===== src/assert_macros.svh =====
// Assertion helpers; empty under synthesis.
`ifndef ASSERT_MACROS_SVH
`define ASSERT_MACROS_SVH

`ifndef SYNTHESIS

`define SCC_ASSERT(lbl, clk, rst_n, prop) \
	lbl: assert property (@(posedge clk) disable iff (!rst_n) prop) \
		else $error("scc assertion failed");

`define SCC_NEVER(lbl, clk, rst_n, cond) \
	lbl: assert property (@(posedge clk) disable iff (!rst_n) !(cond)) \
		else $error("scc forbidden condition");

`else

`define SCC_ASSERT(lbl, clk, rst_n, prop)

`define SCC_NEVER(lbl, clk, rst_n, cond)

`endif

`endif


===== src/scc_pkg.sv =====
package scc_pkg;

	localparam int MAX_LINE_DEF = 4096;
	localparam int DEPTH_W = 14;
	localparam int KEEP_W = 13;
	localparam int SHEBANG_MIN = 3;

	localparam logic [7:0] CH_HASH = 8'h23;
	localparam logic [7:0] CH_DOLLAR = 8'h24;
	localparam logic [7:0] CH_BSLASH = 8'h5C;
	localparam logic [7:0] CH_BANG = 8'h21;
	localparam logic [7:0] CH_SQUOTE = 8'h27;
	localparam logic [7:0] CH_DQUOTE = 8'h22;
	localparam logic [7:0] CH_LBRACE = 8'h7B;
	localparam logic [7:0] CH_RBRACE = 8'h7D;
	localparam logic [7:0] CH_LPAREN = 8'h28;
	localparam logic [7:0] CH_RPAREN = 8'h29;

	localparam logic signed [DEPTH_W-1:0] DEPTH_MAX = {1'b0, {(DEPTH_W-1){1'b1}}};
	localparam logic signed [DEPTH_W-1:0] DEPTH_MIN = {1'b1, {(DEPTH_W-1){1'b0}}};

	typedef enum logic [1:0] {
		ACT_KEEP   = 2'd0,
		ACT_PREFIX = 2'd1,
		ACT_DROP   = 2'd2
	} action_t;

	typedef struct packed {
		logic [7:0] text_byte;
		logic       line_end;
	} in_word_t;

	typedef struct packed {
		action_t             line_action;
		logic [KEEP_W-1:0]   keep_length;
	} out_word_t;

	function automatic logic is_ws(input logic [7:0] b);
		return b inside {8'h20, [8'h09:8'h0D]};
	endfunction

	function automatic logic signed [DEPTH_W-1:0] depth_step(
		input logic signed [DEPTH_W-1:0] d,
		input logic up
	);
		logic signed [DEPTH_W-1:0] r;
		r = d;
		if (up) begin
			if (d != DEPTH_MAX) r = d + DEPTH_W'(1);
		end else begin
			if (d != DEPTH_MIN) r = d - DEPTH_W'(1);
		end
		return r;
	endfunction

endpackage


===== src/scc_scan.sv =====
`include "assert_macros.svh"

module scc_scan import scc_pkg::*; #(
	parameter int MAX_LINE = MAX_LINE_DEF
) (
	input  logic      clk,
	input  logic      arst_n,
	input  logic      en,
	input  in_word_t  word,
	output out_word_t verdict
);

	localparam int POS_W = $clog2(MAX_LINE + 1);
	localparam logic [POS_W-1:0] POS_MAX = POS_W'(MAX_LINE);
	localparam logic [POS_W-1:0] POS_ONE = POS_W'(1);

	logic                      first_q, shebang_q, cut_q, sq_q, dq_q;
	logic [POS_W-1:0]          pos_q, kept_q;
	logic signed [DEPTH_W-1:0] brace_q, paren_q;
	logic [7:0]                prev_q;

	logic                      shebang_d, cut_d, sq_d, dq_d, opens;
	logic [POS_W-1:0]          pos_d, kept_d;
	logic signed [DEPTH_W-1:0] brace_d, paren_d;
	logic [7:0]                b;

	assign b = word.text_byte;

	always_comb begin
		shebang_d = shebang_q;
		cut_d = cut_q;
		sq_d = sq_q;
		dq_d = dq_q;
		brace_d = brace_q;
		paren_d = paren_q;
		kept_d = kept_q;
		opens = 1'b0;
		if (!cut_q) begin
			if (b == CH_HASH) begin
				opens = (pos_q == '0) ||
					(!sq_q && !dq_q && (brace_q <= 0) && (paren_q <= 0) &&
					 prev_q != CH_DOLLAR && prev_q != CH_BSLASH);
			end
			if (opens) begin
				cut_d = 1'b1;
				if (pos_q == '0 && first_q) shebang_d = 1'b1;
			end else begin
				case (b)
					CH_SQUOTE: sq_d = !sq_q;
					CH_DQUOTE: dq_d = !dq_q;
					CH_LBRACE: brace_d = depth_step(brace_q, 1'b1);
					CH_RBRACE: brace_d = depth_step(brace_q, 1'b0);
					CH_LPAREN: paren_d = depth_step(paren_q, 1'b1);
					CH_RPAREN: paren_d = depth_step(paren_q, 1'b0);
					default: ;
				endcase
				if (!is_ws(b)) kept_d = (pos_q < POS_MAX) ? pos_q + POS_ONE : POS_MAX;
			end
		end
		if (first_q && pos_q == POS_ONE && b != CH_BANG) shebang_d = 1'b0;
		pos_d = (pos_q < POS_MAX) ? pos_q + POS_ONE : pos_q;
	end

	always_comb begin
		verdict.line_action = ACT_KEEP;
		verdict.keep_length = '0;
		if (first_q && shebang_d && pos_d > POS_W'(SHEBANG_MIN)) begin
			verdict.line_action = ACT_KEEP;
		end else if (!cut_d) begin
			verdict.line_action = ACT_KEEP;
		end else if (kept_d == '0) begin
			verdict.line_action = ACT_DROP;
		end else begin
			verdict.line_action = ACT_PREFIX;
			verdict.keep_length = KEEP_W'(kept_d);
		end
	end

	always_ff @(posedge clk or negedge arst_n) begin
		if (!arst_n) begin
			first_q <= 1'b1;
			shebang_q <= 1'b0;
			cut_q <= 1'b0;
			sq_q <= 1'b0;
			dq_q <= 1'b0;
			pos_q <= '0;
			kept_q <= '0;
			brace_q <= '0;
			paren_q <= '0;
			prev_q <= '0;
		end else if (en) begin
			if (word.line_end) begin
				first_q <= 1'b0;
				shebang_q <= 1'b0;
				cut_q <= 1'b0;
				sq_q <= 1'b0;
				dq_q <= 1'b0;
				pos_q <= '0;
				kept_q <= '0;
				brace_q <= '0;
				paren_q <= '0;
				prev_q <= '0;
			end else begin
				shebang_q <= shebang_d;
				cut_q <= cut_d;
				sq_q <= sq_d;
				dq_q <= dq_d;
				pos_q <= pos_d;
				kept_q <= kept_d;
				brace_q <= brace_d;
				paren_q <= paren_d;
				prev_q <= b;
			end
		end
	end

	`SCC_ASSERT(a_line_clears, clk, arst_n, (en && word.line_end) |=> (pos_q == '0 && !cut_q))
	`SCC_NEVER(a_kept_in_line, clk, arst_n, kept_q > pos_q)
	`SCC_ASSERT(a_first_ends, clk, arst_n, $fell(first_q) |-> $past(en && word.line_end))
	`SCC_ASSERT(a_idle_holds, clk, arst_n, !en |=> $stable(pos_q))

endmodule


===== src/shell_comment_cut_finder.sv =====
// A byte accepted at the input is registered into word_s1 and scanned from there; the verdict
// for a line is registered into verdict_q when the line's last byte advances from word_s1.
// Throughput: one byte per cycle unless the input stalls; the scanner updates once per byte.
// Input stalls only when a line's last byte waits for a stalled output register.
// Reset (arst_n low, asynchronous): pipeline empty, scanner state cleared, first line armed.
`include "assert_macros.svh"

module shell_comment_cut_finder import scc_pkg::*; #(
	parameter int MAX_LINE = MAX_LINE_DEF
) (
	input  logic      clk,
	input  logic      arst_n,
	input  logic      byte_valid,
	output logic      byte_stall,
	input  in_word_t  byte_word,
	output logic      verdict_valid,
	input  logic      verdict_stall,
	output out_word_t verdict_word
);

	logic      valid_s1;
	in_word_t  word_s1;
	logic      adv;
	out_word_t verdict;
	logic      verdict_valid_q;
	out_word_t verdict_q;

	assign adv = valid_s1 && (!word_s1.line_end || !verdict_valid_q || !verdict_stall);
	assign byte_stall = valid_s1 && !adv;

	scc_scan #(
		.MAX_LINE(MAX_LINE)
	) u_scan (
		.clk    (clk),
		.arst_n (arst_n),
		.en     (adv),
		.word   (word_s1),
		.verdict(verdict)
	);

	always_ff @(posedge clk or negedge arst_n) begin
		if (!arst_n) begin
			valid_s1 <= 1'b0;
			verdict_valid_q <= 1'b0;
		end else begin
			if (!byte_stall) valid_s1 <= byte_valid;
			if (adv && word_s1.line_end) verdict_valid_q <= 1'b1;
			else if (!verdict_stall) verdict_valid_q <= 1'b0;
		end
	end

	always_ff @(posedge clk) begin
		if (!byte_stall && byte_valid) word_s1 <= byte_word;
		if (adv && word_s1.line_end) verdict_q <= verdict;
	end

	assign verdict_valid = verdict_valid_q;
	assign verdict_word = verdict_q;

	`SCC_ASSERT(a_verdict_src, clk, arst_n, $rose(verdict_valid_q) |-> $past(valid_s1 && word_s1.line_end))
	`SCC_NEVER(a_no_overwrite, clk, arst_n, adv && word_s1.line_end && verdict_valid_q && verdict_stall)

endmodule


===== config.mk =====
export PLATFORM = sky130hd
export DESIGN_NAME = shell_comment_cut_finder
export DESIGN_NICKNAME = d
export VERILOG_FILES = /design/src/scc_pkg.sv /design/src/scc_scan.sv /design/src/shell_comment_cut_finder.sv
export VERILOG_INCLUDE_DIRS = /design/src /design/src/src
export SDC_FILE = /design/constraint.sdc
export NUM_CORES = 1
export LEC_CHECK = 0
export BUFFER_PORTS_ARGS = -buffer_cell sky130_fd_sc_hd__clkbuf_2
export CORE_ASPECT_RATIO = 1.2
export CORE_MARGIN = 1.5
export CORE_UTILIZATION = 51
export DETAILED_ROUTE_END_ITERATION = 10
export GPL_TIMING_DRIVEN = 0
export PLACE_DENSITY = 0.68
export SLEW_MARGIN = 20
export SYNTH_ARGS = -nofsm -noshare
export SYNTH_HDL_FRONTEND = slang
export SYNTH_SLANG_ARGS = --single-unit

===== constraint.sdc =====
create_clock -name clk -period 5 [get_ports clk]
set_clock_uncertainty 0.1 [all_clocks]
set_input_delay 0.5 -clock clk [delete_from_list [all_inputs] [get_ports clk]]
set_output_delay 0.5 -clock clk [all_outputs]
set_load 0.005 [all_outputs]

* Word level (Yosys, flattened, before mapping)
Index checks and enable logic that the tools add are counted.
** Word-level totals
- Bits in registers :: 93
- Input bits :: 13
- Output and inout port bits :: 17
- Logic and storage cells :: 131
** Cells by class
- Add/sub/neg operators :: 5
- $lt $le $gt $ge :: 6
- Equal/unequal tests :: 23
- Muxes and demuxes :: 41
- Bitwise operators :: 1
- Reduce and logical (&&, ||, !) cells :: 39
** Operator list (count)
- 14-bit two-way mux :: 10
- 13-bit two-way mux :: 7
- 14-bit != test, second input constant :: 4
- 14-bit case mux with 2 select lines :: 2
- 8-bit by 6-bit equality test with 1-bit output, second input constant :: 6
- 14-bit by 2-bit adder with 14-bit output, second input constant :: 2
- 14-bit by 1-bit <= comparator with 1-bit output, second input constant :: 2
- 14-bit by 2-bit subtractor with 14-bit output, second input constant :: 2
- 13-bit zero test :: 2
- 1-bit two-way mux :: 20
- 8-bit by 7-bit equality test with 1-bit output, second input constant :: 2
- 8-bit by 6-bit != test with 1-bit output, second input constant :: 2
- 1-bit logical AND :: 15
- 13-bit by 1-bit adder with 13-bit output, second input constant :: 1
- 13-bit by 1-bit equality test with 1-bit output, second input constant :: 1
- 13-bit by 2-bit > comparator with 1-bit output, second input constant :: 1
- 13-bit less-than comparator, second input constant :: 1
- 3-bit by 2-bit != test with 1-bit output, second input constant :: 4
- 6-bit AND reduction :: 2
- 8-bit by 4-bit greater-or-equal comparator with 1-bit output, second input constant :: 1
- 8-bit by 4-bit <= comparator with 1-bit output, second input constant :: 1
- 8-bit two-way mux :: 1
- 8-bit by 7-bit != test with 1-bit output, second input constant :: 1
- 4-bit AND reduction :: 2
- 11 further kinds :: 23

* Logic depth before layout (Yosys ltp)
Gate-level depths: netlist (run 1).
- Word-level depth :: 15
- Depth in mapped cells :: 13

* Modules after synthesis
Synthesis (run 1) repeated with hierarchy kept, for this count alone.
** Second synthesis, totals
- Cells, all modules :: 552
- Area total of the unflattened synthesis :: 5605.4 um^2
** By module, submodules not included
- scc_scan :: times used 1, cells each 516, area an instance 4779.6 um^2
- shell_comment_cut_finder :: times used 1, cells each 36, area an instance 825.8 um^2

* Worst setup path before layout (run 1)
Ideal clock, no wire load.
- Kind :: reg-to-reg
- Start :: reg word_s1[5] in the netlist's numbering
- End :: reg u_scan.paren_q[10]
- Setup time :: 0.122 ns
- Data arrival time :: 3.573 ns
- Setup slack :: 1.205 ns
- Stages on the path, launching flop included :: 12
- Buffers on the path :: 0
- Cell sequence :: edfxtp_1 > nor3_1 > nand4b_1 > nor2b_1 > ha_1 > a21o_1 > a21o_1 > a21oi_1 > o21ai_1 > and4_1 > or4_1 > a32o_1
** On the way
- Longest elaborated chain between the ends :: 5
** Ends and longest elaborated chain
- start, declared :: RTL line shell_comment_cut_finder.sv:22 : in_word_t word_s1;
- start signal, assigned :: RTL line shell_comment_cut_finder.sv:53 : if (!byte_stall && byte_valid) word_s1 <= byte_word;
- 8-bit by 6-bit equality test with 1-bit output, on equally long branches :: RTL line scc_scan.sv:39, scc_scan.sv:48
- 1-bit two-way mux / 14-bit case mux with 2 select lines (equally long branches) :: RTL line scc_scan.sv:39, scc_scan.sv:48
- 1-bit two-way mux / 14-bit two-way mux (equally long branches) :: RTL line scc_scan.sv:38, scc_scan.sv:44
- 2-bit != test (no line) / 14-bit two-way mux (equally long branches)
- 6-bit AND reduction (no line) / 14-bit two-way mux (equally long branches)
- end signal, assigned :: RTL line scc_scan.sv:111 : paren_q <= paren_d;
- end, declared :: RTL line scc_scan.sv:19 : logic signed [DEPTH_W-1:0] brace_q, paren_q;
Parallel ways exist; a longest one is shown, timed or not. The select of a mux whose other input is x is not followed.
A chain may end at the register's enable or synchronous reset.

* Final worst setup path (run 1)
- Start :: reg word_s1[5] in the netlist's numbering
- End :: reg u_scan.paren_q[13]
Same word-level chain as after synthesis.

==> flow_summary.yaml, run 1 <==
run_status:
  outcome: "complete, no violations"
global_routing:
  grt_pass1_wl_mm: 22.2
  grt_max_degree: 48
  grt_pass1_vias: 4496
  antenna_found_initial: 0
  grt_use_total: 0.236
  overflow: 0
cts:
  clock_latency_ns: 0.35
  cts_tree: "yes"
  cts_max_level: 3
  cts.sinks: 93
  ctsHoldBuffers: 1
  path_clk_slew_ns: 0.07
  ctsResizeCount: 0
  cts.path.max_buffers: 2
  post_cts_buffers: 0
  numCtsBuffers: 9
  clock-root-buffer: "clkbuf_16"
setup_path:
  cp_max_fo: 15
  cp-start-kind: "flop"
  critPathKind: "flop to flop"
  crit_path_end_kind: "flop"
  arrival_ns: 4.66
  required_ns: 5.19
synth:
  synth_area_leaders: "dfrtp_1 (30%), edfxtp_1 (13%), ha_1 (6.2%), nand2_1 (4.8%), o21ai_0 (3.3%)"
  synth_flop_cell: "dfrtp_1"
  synthArstFlopShare: 0.742
  syn_nets: 639
  synthCells: 596
  synth.most_common_cell: "nand2_1"
  ys_ff_latch: 93
  synth_top_area_share: 0.299
  synth_cell_types: 70
  synth-edff-count: 24
  syn_avg_cell_area_um2: 9.55
  seq_area_frac_synth: 0.430
  yosysTopAreaCell: "dfrtp_1"
  ys_warn_count: 0
  ys_top_cells_by_count: "nand2_1 (73), dfrtp_1 (68), o21ai_0 (37)"
  synth_area_um2: 5690
sta:
  max_freq_mhz: 224
  slew_headroom: 0.323
  finalMaxSlewViolations: 0
  setup_viol: 0
  worst_pin_slew_ns: 1.00
  period_share: 0.893
  rsz0062_at_grt: "false"
  hold_violations: 0
  setup_ws_ns: 0.534
  setup-tns-final_ns: 0
  period_needed_ns: 4.47
placement:
  pre_cts_slack_ns: 0.273
  dp_cells: 758
  hpwl_mm: 9.76
  place_area_um2: 6030
  io_buffers: 29
  place.gp.congestion: 0.872
finish:
  drive_above_1_share: 0.131
  fin_nets: 681
  final_cell_count_no_fill: 775
  ff_latch_area_um2: 2450
  multi_input_area_um2: 3040
  fillers: 977
  design_area_um2: 6340
  syn2layout_area_growth_pct: 11.5
  final_util: 0.580
  diodes: 0
power_and_ir_drop:
  powerDensity_nw_per_um2: 273
  vdd_drop_max_mv: 0.189
  p_leak_nw: 2.84
drt:
  met3_length_um: 361
  route.met2.wl_mm: 6.74
  wl_mm: 13.2
  top_layer_used: "met4"
  drt_pass1_iterations: 5
  detail_route.vias_per_cell: 6.03
  vias: 4674
  dr.first_iter.drc_count: 306
  drc_errors: 0
  wl_per_cell_um: 17.1
  ant_nets: 0
  met1_length_mm: 5.92
die:
  io_pins: 30
  start_util: 0.521
  die_y_um: 119
  dieWidth_um: 99.5
  rows: 42
  core_area_um2: 10900
  dieArea_um2: 11800
job:
  maxCapViolations: 0
min_path:
  hold_path.class: "input port to flop"
[worst max-delay path, cell delays in order, from the launching register on]
cell,delay (ns)
edfxtp_1,0.41
nor3_1,0.57
nand4b_1,0.23
nor2b_2,0.59
ha_1,0.36
o21ai_0,0.13
o21ai_1,0.21
a31oi_1,0.18
a2111oi_0,0.67
o21ai_0,0.23
nor3b_1,0.20
or4_1,0.43
nand3_1,0.10
[registers in the layout, summed over array words and instances (netlist names)]
name	cells
u_scan.brace_q	14
u_scan.cut_q	1
u_scan.dq_q	1
u_scan.first_q	1
u_scan.kept_q	13
u_scan.paren_q	14
u_scan.pos_q	13
u_scan.prev_q	8
u_scan.shebang_q	1
u_scan.sq_q	1
valid_s1	1
verdict_valid	1
verdict_word	15
word_s1	9
[metrics by stage]
step	total power, mW	hold slack [ns]
after floorplan	0.977	0.104
after global placement	1.04	0.346
after detailed placement	1.05	0.354
after CTS	1.74	0.219
after global routing	1.80	0.213
final	1.73	0.221
[power by group]
group | internal [mW] | total, mW | switching, mW
combinational | 0.0726 | 0.191 | 0.118
clock | 0.390 | 0.700 | 0.310
sequential | 0.813 | 0.843 | 0.0307
[routing by layer]
metal / track usage / vias up
met1: 0.303 / 2255
met4: 0.0713 / 0
met2: 0.411 / 89
met5: 0 / -
li1: - / 2311
met3: 0.0337 / 19
[path summary, 6_finish.rpt]
| check | slack [ns] | from | end | depth (start not counted) |
|---|---|---|---|---|
| min in group asynchronous | 0.51 | arst_n | u_scan.brace_q[7] | 2 |
| worst min-delay path | 0.22 | byte_word[1] | word_s1[1] | 1 |
| max in group asynchronous | 3.69 | arst_n | u_scan.first_q | 3 |
| worst min register to register | 0.37 | u_scan.prev_q[2] | u_scan.prev_q[2] | 2 |
| worst max-delay path | 0.53 | word_s1[5] | u_scan.paren_q[13] | 12 |
| worst max register to register | 0.53 | word_s1[5] | u_scan.paren_q[13] | 12 |
[logic make-up after synthesis]
group,synth area share
xor gates and xnor gates,0.0415
and+or+nand+nor,0.240
DFF,0.430
muxes,0.00549
adders and majority gates,0.0686
AOI/OAI and AO/OA,0.179
buffers and inverters,0.0356
[final cells by class]
type	instances	share of cell area
well taps	132	0.0260
repair buffers	31	0.0292
clock buffers	9	0.0355
clock inverters	7	0.0116
flip-flops and latches	93	0.386
multi-input cells	457	0.480
inverters	20	0.0118
plain buffers	26	0.0201
[placed cells by master, fill, tap and decap left out, types with 17 or more instances in the layout]
master,synthesis,layout
o21ai_0,37,37
nor2_1,27,27
inv_1,19,19
clkbuf_2,1,29
a21oi_1,26,26
dfrtp_1,68,68
nand2_1,73,73
edfxtp_1,24,24
a22o_1,17,17
ha_1,28,28
nor3_1,22,22
o31ai_1,17,17
No activity file was read; power rests on OpenSTA's default activity.
==> run 2, diff against run 1 <==
--- a/config.mk
+++ b/config.mk
@@ -12,7 +12,7 @@
 export CORE_UTILIZATION = 51
 export DETAILED_ROUTE_END_ITERATION = 10
 export GPL_TIMING_DRIVEN = 0
-export PLACE_DENSITY = 0.68
+export PLACE_DENSITY = 0.74
 export SLEW_MARGIN = 20
 export SYNTH_ARGS = -nofsm -noshare
 export SYNTH_HDL_FRONTEND = slang
==> flow_summary.yaml, run 2 (synthesis results as in run 1) <==
drt:
  met3_length_um: 426
  wl_per_cell_um: 16.9
  wl_mm: 13.1
  met1_length_mm: 5.72
  drc_errors: 0
  ant_nets: 0
  vias: 4734
  top_layer_used: "met4"
  dr.first_iter.drc_count: 384
  detail_route.vias_per_cell: 6.11
  route.met2.wl_mm: 6.74
  drt_pass1_iterations: 5
min_path:
  min_from: "byte_word[8]"
  hold_path.class: "input port to flop"
die:
  io_pins: 30
  rows: 42
  dieArea_um2: 11800
  core_area_um2: 10900
  dieWidth_um: 99.5
  die_y_um: 119
  start_util: 0.521
run_status:
  outcome: "complete, no violations"
finish:
  final_common_cell: "nand2_1"
  design_area_um2: 6370
  layout_common_cells: "nand2_1 (73), dfrtp_1 (68), o21ai_0 (37), clkbuf_2 (29), ha_1 (28)"
  drive_above_1_share: 0.131
  diodes: 0
  fin_nets: 681
  syn2layout_area_growth_pct: 11.9
  final_util: 0.583
  largest_register_ffs: 15
placement:
  io_buffers: 29
  place.gp.congestion: 0.891
  place_area_um2: 6030
  hpwl_mm: 9.72
  pre_cts_slack_ns: 0.336
sta:
  finalMaxSlewViolations: 0
  hold_violations: 0
  rsz0062_at_grt: "false"
  setup_viol: 0
  period_needed_ns: 4.38
  setup-tns-final_ns: 0
  period_share: 0.876
  worst_pin_slew_ns: 1.12
  max_freq_mhz: 228
  slew_headroom: 0.241
  setup_ws_ns: 0.618
global_routing:
  grt_max_degree: 48
  grt_use_total: 0.233
  antenna_found_initial: 0
  grt_pass1_vias: 4680
  overflow: 0
  grt_pass1_wl_mm: 22.3
cts:
  clock-root-buffer: "clkbuf_16"
  cts.sinks: 93
  cts_tree: "yes"
  cts_max_level: 3
  cts.path.max_buffers: 2
  numCtsBuffers: 9
  clock_latency_ns: 0.34
  path_clk_slew_ns: 0.07
  post_cts_buffers: 0
power_and_ir_drop:
  vdd_drop_max_mv: 0.184
  powerDensity_nw_per_um2: 280
  p_leak_nw: 2.85
setup_path:
  startpoint: "word_s1[5]"
  cp_max_fo: 15
  required_ns: 5.18
  path_common_cell: "o21ai_0"
  max_stage_delay_ns: 0.66
  arrival_ns: 4.56
  r2r_start: "word_s1[5]"
  cp-start-kind: "flop"
  critPathKind: "flop to flop"
  cpMaxStageDelayCell: "a2111oi_0"
  path_cells: "nor3_1 > nand4b_1 > nor2b_2 > ha_1 > o21ai_0 > o21ai_1 > a31oi_1 > a2111oi_0 > o21ai_0 > nor3b_1 > or4_1 > nand3_1"
  crit_path_end_kind: "flop"
job:
  maxCapViolations: 0
==> run 2: area by class of cell <==
cell class	instances	area [um2]
well taps	132	165
inverters	20	75.1
flip-flops and latches	93	2450
fillers	993	4560
multi-input cells	457	3040
plain buffers	26	128
repair buffers	31	185
clock buffers	10	229
clock inverters	6	93.8
==> run 2: layer usage <==
layer / up-vias / global-route usage
li1: 2300 / -
met1: 2295 / 0.300
met2: 117 / 0.401
met3: 22 / 0.0302
met4: 0 / 0.0836
met5: - / 0
==> run 2: critical path, delay by kind of cell, from the launching register on <==
family                     cells  cell delay, ns
and+or+nand+nor                6            2.09
DFF                            1            0.42
adders and majority gates      1            0.36
AOI/OAI and AO/OA              5            1.34
==> run 2: timing repair <==
item	4_1_cts	5_1_grt
resized for setup	0	0
endpoints found under the hold margin	22	0
hold buffers	1	0
==> run 2: path summary, 6_finish.rpt <==
check	end	slack (ns)	cells after the start
worst max register to register	u_scan.paren_q[13]	0.62	12
worst min register to register	u_scan.prev_q[1]	0.37	2
min in group asynchronous	u_scan.kept_q[8]	0.52	2
worst min-delay path	word_s1[8]	0.23	1
worst max-delay path	u_scan.paren_q[13]	0.62	12
max in group asynchronous	u_scan.first_q	3.68	3
==> run 2: power breakdown <==
part	switching, mW	leakage, nW	internal [mW]
logic	0.118	1.52	0.0727
clock network	0.304	0.154	0.444
registers	0.0314	1.17	0.813
==> run 2: metrics by stage <==
step | instances | hold slack, ns | total power, mW
floorplan | 596 | 0.104 | 0.977
global placement | 757 | 0.345 | 1.04
detailed placement | 758 | 0.353 | 1.05
CTS | 775 | 0.224 | 1.79
global route | 775 | 0.224 | 1.85
finish | 775 | 0.230 | 1.78
